**config.mk**
```make
export PLATFORM = sky130hd
export DESIGN_NAME = atrx_parse
export DESIGN_NICKNAME = d
export VERILOG_FILES = /design/src/rtl/core/atrx_pkg.sv /design/src/rtl/core/atrx_parse.sv
export SDC_FILE = /design/constraint.sdc
export NUM_CORES = 1
export LEC_CHECK = 0
export BUFFER_PORTS_ARGS = -buffer_cell sky130_fd_sc_hd__buf_2
export CAP_MARGIN = 20
export CORE_MARGIN = 10
export CORE_UTILIZATION = 42
export CTS_BUF_LIST = sky130_fd_sc_hd__clkbuf_16
export CTS_CLUSTER_DIAMETER = 60
export DETAILED_ROUTE_END_ITERATION = 10
export SLEW_MARGIN = 15
export SYNTH_ARGS = -nofsm -noshare
export SYNTH_HDL_FRONTEND = slang
export SYNTH_SLANG_ARGS = --single-unit
export TNS_END_PERCENT = 5
```
**constraint.sdc**
```tcl
create_clock -name clk -period 11.8 [get_ports clk]
set_input_delay 2.36 -clock clk [delete_from_list [all_inputs] [get_ports clk]]
set_output_delay 2.36 -clock clk [all_outputs]
set_load 0.1 [all_outputs]
```
**src/rtl/core/atrx_pkg.sv**
```systemverilog
// Shared types and character codes for the response integer field extractor.
// No dependencies; compile first.
package atrx_pkg;

	localparam int unsigned MAX_FIELD_INDEX_DEF = 15;

	localparam int unsigned CHAR_W = 8;
	localparam int unsigned IDX_W  = 4;
	localparam int unsigned VAL_W  = 32;

	typedef logic [CHAR_W-1:0] char_t;
	typedef logic [IDX_W-1:0]  idx_t;
	typedef logic [VAL_W-1:0]  mag_t;

	localparam char_t CH_NUL   = 8'd0;
	localparam char_t CH_TAB   = 8'd9;
	localparam char_t CH_CR    = 8'd13;
	localparam char_t CH_SPACE = 8'd32;
	localparam char_t CH_PLUS  = 8'd43;
	localparam char_t CH_COMMA = 8'd44;
	localparam char_t CH_MINUS = 8'd45;
	localparam char_t CH_ZERO  = 8'd48;
	localparam char_t CH_NINE  = 8'd57;
	localparam char_t CH_COLON = 8'd58;

	localparam mag_t MAG_LIMIT = 32'h8000_0000;
	localparam mag_t POS_MAX   = 32'h7FFF_FFFF;

	typedef struct packed {
		char_t char_code;
		logic  last_char;
	} in_req_t;

	typedef struct packed {
		logic               found;
		logic signed [31:0] value;
	} out_req_t;

	typedef struct packed {
		idx_t field_index;
	} cfg_req_t;

endpackage

```
**src/rtl/core/atrx_parse.sv**
```systemverilog
// Per-line parse state and the single-pass step for one character.
// Depends on atrx_pkg.
module atrx_parse #(
	parameter int unsigned MAX_FIELD_INDEX = atrx_pkg::MAX_FIELD_INDEX_DEF
) (
	input  logic               clk,
	input  logic               arst_n,
	input  logic               step,
	input  atrx_pkg::in_req_t  req,
	input  atrx_pkg::idx_t     field_index,
	output atrx_pkg::out_req_t res
);
	import atrx_pkg::*;

	typedef enum logic [2:0] {
		PH_COLON,
		PH_LEAD,
		PH_SIGN,
		PH_DIGITS,
		PH_SKIP,
		PH_DONE
	} phase_t;

	phase_t ph_q, ph_n;
	idx_t   cnt_q, cnt_n;
	mag_t   acc_q, acc_n;
	logic   neg_q, neg_n;
	logic   sat_q, sat_n;
	logic   ofound_q, ofound_n;
	mag_t   oval_q, oval_n;

	char_t       c;
	logic        is_digit;
	logic        is_space;
	logic [3:0]  digit;
	logic [35:0] acc_wide;
	logic [35:0] sum;
	mag_t        acc_add;
	logic        sat_add;
	logic        selected;

	function automatic mag_t signed_value(mag_t mag, logic neg);
		if (neg) begin
			return mag_t'(~mag + 32'd1);
		end
		if (mag[31]) begin
			return POS_MAX;
		end
		return mag;
	endfunction

	assign c        = req.char_code;
	assign is_digit = (c >= CH_ZERO) && (c <= CH_NINE);
	assign is_space = (c == CH_SPACE) || ((c >= CH_TAB) && (c <= CH_CR));
	assign digit    = c[3:0];
	assign acc_wide = {4'b0, acc_q};
	assign sum      = (acc_wide << 3) + (acc_wide << 1) + {32'b0, digit};
	assign sat_add  = sat_q || (sum >= {4'b0, MAG_LIMIT});
	assign acc_add  = sat_q ? acc_q : ((sum >= {4'b0, MAG_LIMIT}) ? MAG_LIMIT : sum[31:0]);
	assign selected = (32'(field_index) <= 32'(MAX_FIELD_INDEX)) && (cnt_q == field_index);

	always_comb begin
		ph_n     = ph_q;
		cnt_n    = cnt_q;
		acc_n    = acc_q;
		neg_n    = neg_q;
		sat_n    = sat_q;
		ofound_n = ofound_q;
		oval_n   = oval_q;
		case (ph_q)
			PH_COLON: begin
				if (c == CH_NUL) begin
					ofound_n = 1'b0;
					oval_n   = '0;
					ph_n     = PH_DONE;
				end else if (c == CH_COLON) begin
					ph_n = PH_LEAD;
				end
			end
			PH_LEAD: begin
				if (is_space) begin
					ph_n = PH_LEAD;
				end else if ((c == CH_PLUS) || (c == CH_MINUS)) begin
					neg_n = (c == CH_MINUS);
					ph_n  = PH_SIGN;
				end else if (is_digit) begin
					acc_n = acc_add;
					sat_n = sat_add;
					ph_n  = PH_DIGITS;
				end else begin
					ofound_n = 1'b0;
					oval_n   = '0;
					ph_n     = PH_DONE;
				end
			end
			PH_SIGN: begin
				if (is_digit) begin
					acc_n = acc_add;
					sat_n = sat_add;
					ph_n  = PH_DIGITS;
				end else begin
					ofound_n = 1'b0;
					oval_n   = '0;
					ph_n     = PH_DONE;
				end
			end
			PH_DIGITS: begin
				if (is_digit) begin
					acc_n = acc_add;
					sat_n = sat_add;
				end else if (selected) begin
					ofound_n = 1'b1;
					oval_n   = signed_value(acc_q, neg_q);
					ph_n     = PH_DONE;
				end else begin
					cnt_n = cnt_q + idx_t'(1);
					acc_n = '0;
					neg_n = 1'b0;
					sat_n = 1'b0;
					if (c == CH_NUL) begin
						ofound_n = 1'b0;
						oval_n   = '0;
						ph_n     = PH_DONE;
					end else if (c == CH_COMMA) begin
						ph_n = PH_LEAD;
					end else begin
						ph_n = PH_SKIP;
					end
				end
			end
			PH_SKIP: begin
				if (c == CH_NUL) begin
					ofound_n = 1'b0;
					oval_n   = '0;
					ph_n     = PH_DONE;
				end else if (c == CH_COMMA) begin
					ph_n = PH_LEAD;
				end
			end
			PH_DONE: begin
				ph_n = PH_DONE;
			end
			default: begin
				ph_n = ph_q;
			end
		endcase

		// close a digit run still open at the end of the line
		if (req.last_char && (ph_n == PH_DIGITS)) begin
			if (selected) begin
				ofound_n = 1'b1;
				oval_n   = signed_value(acc_n, neg_n);
			end else begin
				ofound_n = 1'b0;
				oval_n   = '0;
			end
			ph_n = PH_DONE;
		end

		res.found = (ph_n == PH_DONE) && ofound_n;
		res.value = res.found ? oval_n : '0;
	end

	always_ff @(posedge clk or negedge arst_n) begin
		if (!arst_n) begin
			ph_q     <= PH_COLON;
			cnt_q    <= '0;
			acc_q    <= '0;
			neg_q    <= 1'b0;
			sat_q    <= 1'b0;
			ofound_q <= 1'b0;
			oval_q   <= '0;
		end else if (step) begin
			if (req.last_char) begin
				ph_q     <= PH_COLON;
				cnt_q    <= '0;
				acc_q    <= '0;
				neg_q    <= 1'b0;
				sat_q    <= 1'b0;
				ofound_q <= 1'b0;
				oval_q   <= '0;
			end else begin
				ph_q     <= ph_n;
				cnt_q    <= cnt_n;
				acc_q    <= acc_n;
				neg_q    <= neg_n;
				sat_q    <= sat_n;
				ofound_q <= ofound_n;
				oval_q   <= oval_n;
			end
		end
	end

endmodule

```
After elaboration in Yosys (flattened, before gate mapping)
Cells that the tools add are included.
{"block": "totals", "inputBits": 16, "ff_bits": 74, "out_inout_bits": 33, "wordCells": 136}
{"block": "op_classes", "n_lt_le_gt_ge": 5, "reduce_logical": 14, "bitwise": 2, "n_eq_ne": 18, "muxes": 85, "addsub": 5}
{"op": "32-bit 2-to-1 mux", "count": 26}
{"op": "32-bit case mux with 4 select lines", "count": 1}
{"op": "32-bit case mux with 3 select lines", "count": 1}
{"op": "32-bit by 1-bit adder with 32-bit output, second input constant", "count": 2}
{"op": "32-bit NOT", "count": 2}
{"op": "8-bit by 6-bit equality test with 1-bit output, second input constant", "count": 5}
{"op": "3-bit 2-to-1 mux", "count": 13}
{"op": "35-bit by 33-bit adder with 36-bit output", "count": 1}
{"op": "36-bit by 4-bit adder with 36-bit output", "count": 1}
{"op": "36-bit by 32-bit >= comparator with 1-bit output, second input constant", "count": 1}
{"op": "1-bit 2-to-1 mux", "count": 36}
{"op": "3-bit case mux with 6 select lines", "count": 1}
{"op": "4-bit 2-to-1 mux", "count": 4}
{"op": "3-bit by 2-bit equality test with 1-bit output, second input constant", "count": 3}
{"op": "3-bit equality test, second input constant", "count": 3}
{"op": "8-bit by 4-bit >= comparator with 1-bit output, second input constant", "count": 1}
{"op": "8-bit by 6-bit >= comparator with 1-bit output, second input constant", "count": 1}
{"op": "8-bit by 4-bit less-or-equal comparator with 1-bit output, second input constant", "count": 1}
{"op": "8-bit by 6-bit less-or-equal comparator with 1-bit output, second input constant", "count": 1}
{"op": "8-bit zero test", "count": 1}
{"op": "3-bit != test, second input constant", "count": 2}
{"op": "5-bit AND reduction", "count": 1}
{"op": "4-bit by 1-bit adder with 4-bit output, second input constant", "count": 1}
{"op": "4-bit equality test", "count": 1}
{"op": "13 further kinds", "count": 19}

Longest topological paths before layout
Gate-level depths: netlist of the first run.
{"block": "depth", "word_depth": 18, "ltp_mapped": 17, "mapped_depth_nobuf": 16}

Worst setup path after synthesis of the first run
No wires, ideal clock.
{"block": "synth_timing", "path_type": "input-to-output", "startpoint": "input req[4] in the netlist's numbering", "endpoint": "output res[29] in the netlist's numbering", "t_arrival_ns": 8.168, "slack_ns": 1.272, "n_path_buf": 0, "path_stages": 16, "t_required_ns": 9.440, "cell_sequence": "inv_1 -> fa_1 -> inv_1 -> ha_1 -> a21o_1 -> and4_1 -> o211ai_1 -> a21oi_1 -> a211oi_1 -> nor3b_1 -> a32oi_1 -> a31oi_2 -> nand4_2 -> nor4b_2 -> nand2_1 -> a311oi_1"}
{"element": "start, declared", "line": "atrx_parse.sv:9", "text": "input atrx_pkg::in_req_t req,"}
{"element": "end, declared", "line": "atrx_parse.sv:11", "text": "output atrx_pkg::out_req_t res"}

==> metrics.md, run 1 <==
| Metric | Value |
|---|---|
| Remaining DRCs | 0 |
| Final HPWL DP | 25800 um |
| Netlist Area Pre-Place | 9170 um^2 |
| Layout fillers | 2198 |
| Switching share of power | 28.7% |
| Synthesis-to-finish area growth | 7.23% |
| Slew HR | 33.2% |
| Clock Tree Buf Depth | 2 |
| CTS tree | done |
| Port-buffer cells | 48 |
| Vias | 10200 |
| Top FF cell, synth | dfrtp_1 |
| Tightest Pin Transition | 1.00 ns |
| Synth cell types | 91 |
| Net Sw Power | 186 uW |
| Skew final | 0.0109 ns |
| CP max-delay cell | fa_1 |
| Initial Util | 42.3% |
| Outcome | complete, no violations |
| Synth warnings | 0 |
| Clock slew seen by the registers of the worst setup and hold paths | 0.07 ns |
| Slowest stage delay, CP | 0.56 ns |
| Fraction of layout cells with a size suffix above 1 | 9.66% |
| WL/cell | 23.2 um |
| Row count | 54 |
| Die area | 28200 um^2 |
| P_int | 464 uW |
| Worst path arrival time | 7.56 ns |
| First-pass GRT wire length | 55000 um |
| Worst setup EP type | primary output |
| Final worst slack | 1.88 ns |
| CTS Sinks | 74 |
| LEAKAGE | 0.00420 uW |
| # H-tree levels | 3 |
| Nets | 1300 |
| Final setup violation count | 0 |
| Critical path class | primary input to primary output |
| Wl on met1 | 15100 um |
| RSZ-0062 raised after global routing | false |
| Pins Over Slew Limit | 0 |
| CTS Buf Count | 9 |
| Synth Register Bits | 74 |
| EDFF count, synth | 0 |
| Clock power frac | 49.0% |
| Final WL | 34900 um |
| Nature of the critical path startpoint | primary input |
| Cts hold-fix bufs | 0 |
| Cts repair resizes | 0 |
| Crit-path cells | buf_2, inv_1, fa_1, fa_1, nand2b_1, a21oi_1, o21ai_1, a21oi_1, nor2_1, mux2i_1, o21a_1, a31oi_2, nand4_2, o31ai_1, mux2_1, o22ai_1, buf_2 |
| F_max | 101 MHz |
| Worst slack, placed | 2.01 ns |
| Ys async rst share | 100% |
| GRT Util Overall | 23.7% |
| Die width | 168 um |
| Metal2 WL | 15700 um |
| Post-route setup TNS | 0 ns |
| Root Buffer | clkbuf_16 |
| Die height | 168 um |
| WL met3 | 2860 um |
| Synthesized Nets | 1319 |
| Vias per inst | 6.80 |
| Final hold vios | 0 |
| Syn_area_per_cell | 7.43 um^2 |
| Num ports | 49 |
| Top Metal Used | met4 |
| Crit path max fanout | 16 |
| Post-route minimum period | 9.92 ns |
| Skew-Pair Late Insertion Delay | 0.36 ns |
| Number of global-route vias before repair | 9589 |
| Largest net degree at the start of global routing | 71 |
| Peak VDD IR | 0.0816 mV |
| Sequential share of the synthesized area | 20.2% |
| Power Density | 66.1 nW/um^2 |
| Antenna violations before repair | 0 |
| ANT nets after route | 0 |
| Initial DRC count | 1342 |
| GRT overflow | 0 |
| Flop pwr share | 40.5% |
| Critical Path RT | 9.44 ns |
| Worst Hold Class | register to register |
| Max cap viols | 0 |
| Post-CTS Setup Bufs | 0 |
| Syn Inst Count | 1235 |
| Final RePlAce weighted congestion | 1.01 |
| TritonRoute pass-1 iters | 7 |
| Core area | 21700 um^2 |
| Period utilization | 84.0% |
| Logic pwr share | 10.5% |
[worst max-delay path: cells and delay by family]
kind	cells	cell delay (ns)
AOI/OAI and AO/OA	7	2.25
adders and majority gates	2	1.04
buffers and inverters	3	0.74
muxes	2	0.54
and+or+nand+nor	3	0.60
[power groups by stage]
stage / Clock [uW] / Sequential, uW / Combinational [uW]
floorplan: 0 / 264 / 47.8
detailed placement: 0 / 268 / 67.3
global route: 329 / 264 / 74.8
CTS: 319 / 263 / 67.5
global placement: 0 / 268 / 66.7
finish: 318 / 264 / 68.3
[flip-flops by register name, indices dropped and copies added (netlist names)]
register / count
oval_q: 32
ofound_q: 1
sat_q: 1
neg_q: 1
acc_q: 32
ph_q: 3
cnt_q: 4
[cell type report]
| cell class | instances | area [um^2] | area share (%) |
|---|---|---|---|
| flip-flops and latches | 74 | 1850 | 18.8 |
| well taps | 280 | 350 | 3.56 |
| inverters | 30 | 118 | 1.20 |
| multi-input cells | 1038 | 6830 | 69.4 |
| diodes | 1 | 2.50 | 0.0254 |
| clock inverters | 7 | 101 | 1.03 |
| repair buffers | 63 | 355 | 3.61 |
| clock buffers | 9 | 225 | 2.29 |
[stage by stage]
step | instance area [um^2] | power, uW | util (%) | cells | hold WS, ns
floorplan | 9170 | 311 | - | 1235 | 0.448
global placement | 9510 | 335 | 43.8 | 1485 | 0.471
detailed placement | 9510 | 335 | 43.8 | 1485 | 0.472
CTS | 9830 | 649 | 45.3 | 1501 | 0.490
global route | 9830 | 668 | 45.3 | 1501 | 0.501
finish | 9840 | 650 | 45.4 | 1502 | 0.492
[per-layer routing]
| layer | vias up | global-route usage (%) |
|---|---|---|
| met1 | 4835 | 32.0 |
| li1 | 4709 | - |
| met5 | - | 0 |
| met3 | 92 | 4.49 |
| met4 | 0 | 7.83 |
| met2 | 582 | 37.0 |
[kinds of logic (layout without fill, tap and decap cells)]
group                      count (synthesis)  after routing  synth area share, %
DFF                                       74             74                 20.2
buffers and inverters                    123            109                 5.43
AOI/OAI and AO/OA                        496            496                 37.5
muxes                                      6              6                0.736
adders and majority gates                 68             68                 9.44
xor gates and xnor gates                  35             35                 3.34
and+or+nand+nor                          433            433                 23.4
other                                      0              1                    0
[cells in the final DEF (no fill, tap or decap), drive strengths merged, types with 25 or more instances in the layout]
cell type and count:
dfrtp 74, a22oi 28, nand3 33, a22o 31
o2bb2ai 42, nor2 107, nor3 38, a31oi 31
o21ai 76, buf 63, inv 30, nand2 127
xnor2 25, a21oi 112, ha 66
[cell usage after synthesis, types with 7 or more instances]
master     number  share of area, %
nand2_1       122               5.0
a21oi_1       112               6.1
nor2_1        107               4.4
clkbuf_1       80               3.3
dfrtp_1        74                20
ha_1           66               9.0
o21ai_0        65               3.5
o2bb2ai_1      42               4.0
nor3_1         37               2.0
nand3_1        33               1.8
a22o_1         31               3.0
a31oi_1        30               2.0
a22oi_1        28               2.3
inv_1          28               1.1
xnor2_1        25               2.4
o22ai_1        22               1.5
or3_1          22               1.5
nand4_1        21               1.4
o211ai_1       15               1.2
a311oi_1       13               1.2
nand2b_1       13              0.89
a21o_1         12              0.98
o21bai_1       12              0.98
o21a_1         11              0.90
a32oi_1        10              0.95
xor2_1         10              0.95
a211oi_1        9              0.74
and2_1          9              0.61
nor2b_1         9              0.61
nor4_1          9              0.61
o21ai_1         9              0.49
or2_2           9              0.61
o221ai_1        8              0.76
o31ai_1         8              0.65
a32o_1          7              0.76
[worst paths after layout]
path,startpoint,end,slack [ns],depth (start not counted)
max,req[4],res[21],1.88,17
min,oval_q[27],oval_q[27],0.49,1
max reg2reg,acc_q[0],oval_q[8],6.66,15
min reg2reg,oval_q[27],oval_q[27],0.49,1
max in group asynchronous,arst_n,neg_q,8.81,2
min in group asynchronous,arst_n,acc_q[30],1.79,1
(Power assumes the default switching activity.)
==> inputs of run 2 (changes only) <==
clock period = 9.8 ns   (was 11.8 ns; I/O delays follow)
==> run 2 against run 1 <==
Power increased by 11%. Sequential cell count unchanged. Via count decreased by 0.63%. Clock skew decreased by 0.0016 ns. Global-route usage decreased by 0.078 points. Final cell count increased by 0.27%. Critical path depth increased by 1. First-iteration DRC count increased by 11%. Sequential share of layout area about the same. Count of clock-buffer cells in the layout unchanged. Die area unchanged. Largest cell class unchanged. Highest routed layer unchanged.
==> metrics.md, run 2 (synthesis results as in run 1) <==
| Metric | Value |
|---|---|
| Final hold vios | 0 |
| Worst hold start | oval_q[30] |
| Die width | 168 um |
| Crit path max fanout | 16 |
| Fin area | 9830 um^2 |
| Slew HR | 32.9% |
| GRT Util Overall | 23.6% |
| Worst Hold Class | register to register |
| Vias per inst | 6.74 |
| Clock slew seen by the registers of the worst setup and hold paths | 0.06 ns |
| Die area | 28200 um^2 |
| Number of global-route vias before repair | 9416 |
| First-pass GRT wire length | 54100 um |
| Cts hold-fix bufs | 0 |
| Nets | 1305 |
| Antenna violations before repair | 0 |
| CP max-delay cell | fa_1 |
| WL/cell | 23.1 um |
| Crit-path cells | buf_2, inv_1, fa_1, inv_1, ha_1, a21o_1, nand4_1, a21oi_1, a311o_1, a21o_1, o211ai_1, o21a_1, a32oi_1, nand4_2, o31ai_1, mux2_1, o22ai_1, buf_2 |
| Pwr Total | 720 uW |
| Row count | 54 |
| Fraction of layout cells with a size suffix above 1 | 9.87% |
| Final HPWL DP | 25700 um |
| Synthesis-to-finish area growth | 7.17% |
| Worst setup EP type | primary output |
| R2r startpoint | acc_q[0] |
| Port-buffer cells | 48 |
| Delay-heaviest family, CP | compound AO/OA/AOI/OAI gates |
| Flop pwr share | 44.1% |
| Nature of the critical path startpoint | primary input |
| Initial Util | 42.3% |
| Final worst slack | 0.680 ns |
| Logic pwr share | 11.6% |
| GRT overflow | 0 |
| F_max | 110 MHz |
| Layout fillers | 2217 |
| Reg2reg path depth | 16 |
| CTS Buf Count | 9 |
| Min-Delay Endpoint | oval_q[30] |
| Final setup violation count | 0 |
| # H-tree levels | 3 |
| Final WL | 34800 um |
| Tightest Pin Transition | 0.993 ns |
| Hold Path Depth | 1 |
| P_int | 504 uW |
| Skew-Pair Late Insertion Delay | 0.35 ns |
| Switching share of power | 30.0% |
| Skew final | 0.00928 ns |
| Clock power frac | 44.3% |
| Clock Tree Buf Depth | 2 |
| Vias | 10200 |
| Post-CTS Setup Bufs | 0 |
| Post-route setup TNS | 0 ns |
| Core area | 21700 um^2 |
| Max cap viols | 0 |
| Critical path class | primary input to primary output |
| Critical Path RT | 7.84 ns |
| Num ports | 49 |
| Pins Over Slew Limit | 0 |
| RSZ-0062 raised after global routing | false |
| ANT nets after route | 0 |
| TritonRoute pass-1 iters | 6 |
| Peak VDD IR | 0.0787 mV |
| Root Buffer | clkbuf_16 |
| Die height | 168 um |
| Placed inst area | 9540 um^2 |
| Power Density | 73.2 nW/um^2 |
| R2R setup slack | 4.71 ns |
| Remaining DRCs | 0 |
| Largest net degree at the start of global routing | 75 |
| CTS tree | done |
| Diode count | 0 |
| Top flop regs | acc_q: 32 flops, oval_q: 32 flops, cnt_q: 4 flops |
| Outcome | complete, no violations |
| Most frequent cells in the layout | nand2_1, a21oi_1, nor2_1, dfrtp_1, ha_1 |
| Initial DRC count | 1489 |
| WP buf/inv | 4 |
| Net Sw Power | 216 uW |
| Commonest non-fill, non-tap cell in the layout | nand2_1 |
| CTS Sinks | 74 |
| Worst path arrival time | 7.16 ns |
| LEAKAGE | 0.00421 uW |
| Slowest stage delay, CP | 0.67 ns |
| Period utilization | 93.1% |
| Cts repair resizes | 0 |
| Post-route minimum period | 9.12 ns |
| Worst R2R End | oval_q[8] |
| Worst slack, placed | 0.828 ns |
| Final RePlAce weighted congestion | 1.00 |
run 2: worst max-delay path by stage:
stage	startpoint	endpoint	slack (ns)	depth (start not counted)
6_report	req[4]	res[21]	0.68	18
5_1_grt	req[4]	res[21]	0.37	18
4_1_cts	req[4]	res[21]	0.80	18
3_5_place_dp	req[4]	res[21]	0.83	18
3_3_place_gp	req[4]	res[31]	0.91	18
2_1_floorplan	req[4]	res[29]	0.07	16
run 2: through the flow:
stage          utilization, %  cells  hold slack, ns
2_1_floorplan               -   1235           0.448
3_3_place_gp             44.0   1489           0.468
3_5_place_dp             44.0   1489           0.473
4_1_cts                  45.2   1505           0.492
5_1_grt                  45.3   1506           0.511
6_report                 45.3   1506           0.490
run 2: final cells by class:
cell class	count	area, um^2	share of cell area [%]
tap	280	350	3.56
multi-input combinational	1038	6830	69.5
clock inverter	7	43.8	0.445
sequential	74	1850	18.8
inverter	30	118	1.20
timing repair buffer	68	413	4.20
clock buffer	9	225	2.29
run 2: per-layer routing:
metal / part of all wire, % / global-route usage, %
met2: 45 / 37.1
met3: 8.5 / 3.63
met4: 3.3 / 8.18
met5: 0 / 0
met1: 43 / 32.1
run 2: power by group through the flow:
stage | clock [uW] | combinational (uW) | sequential, uW
after floorplan | 0 | 57.5 | 317
after global placement | 0 | 80.9 | 323
after detailed placement | 0 | 80.8 | 323
after CTS | 322 | 81.1 | 317
after global routing | 333 | 91.2 | 318
final | 319 | 83.6 | 317
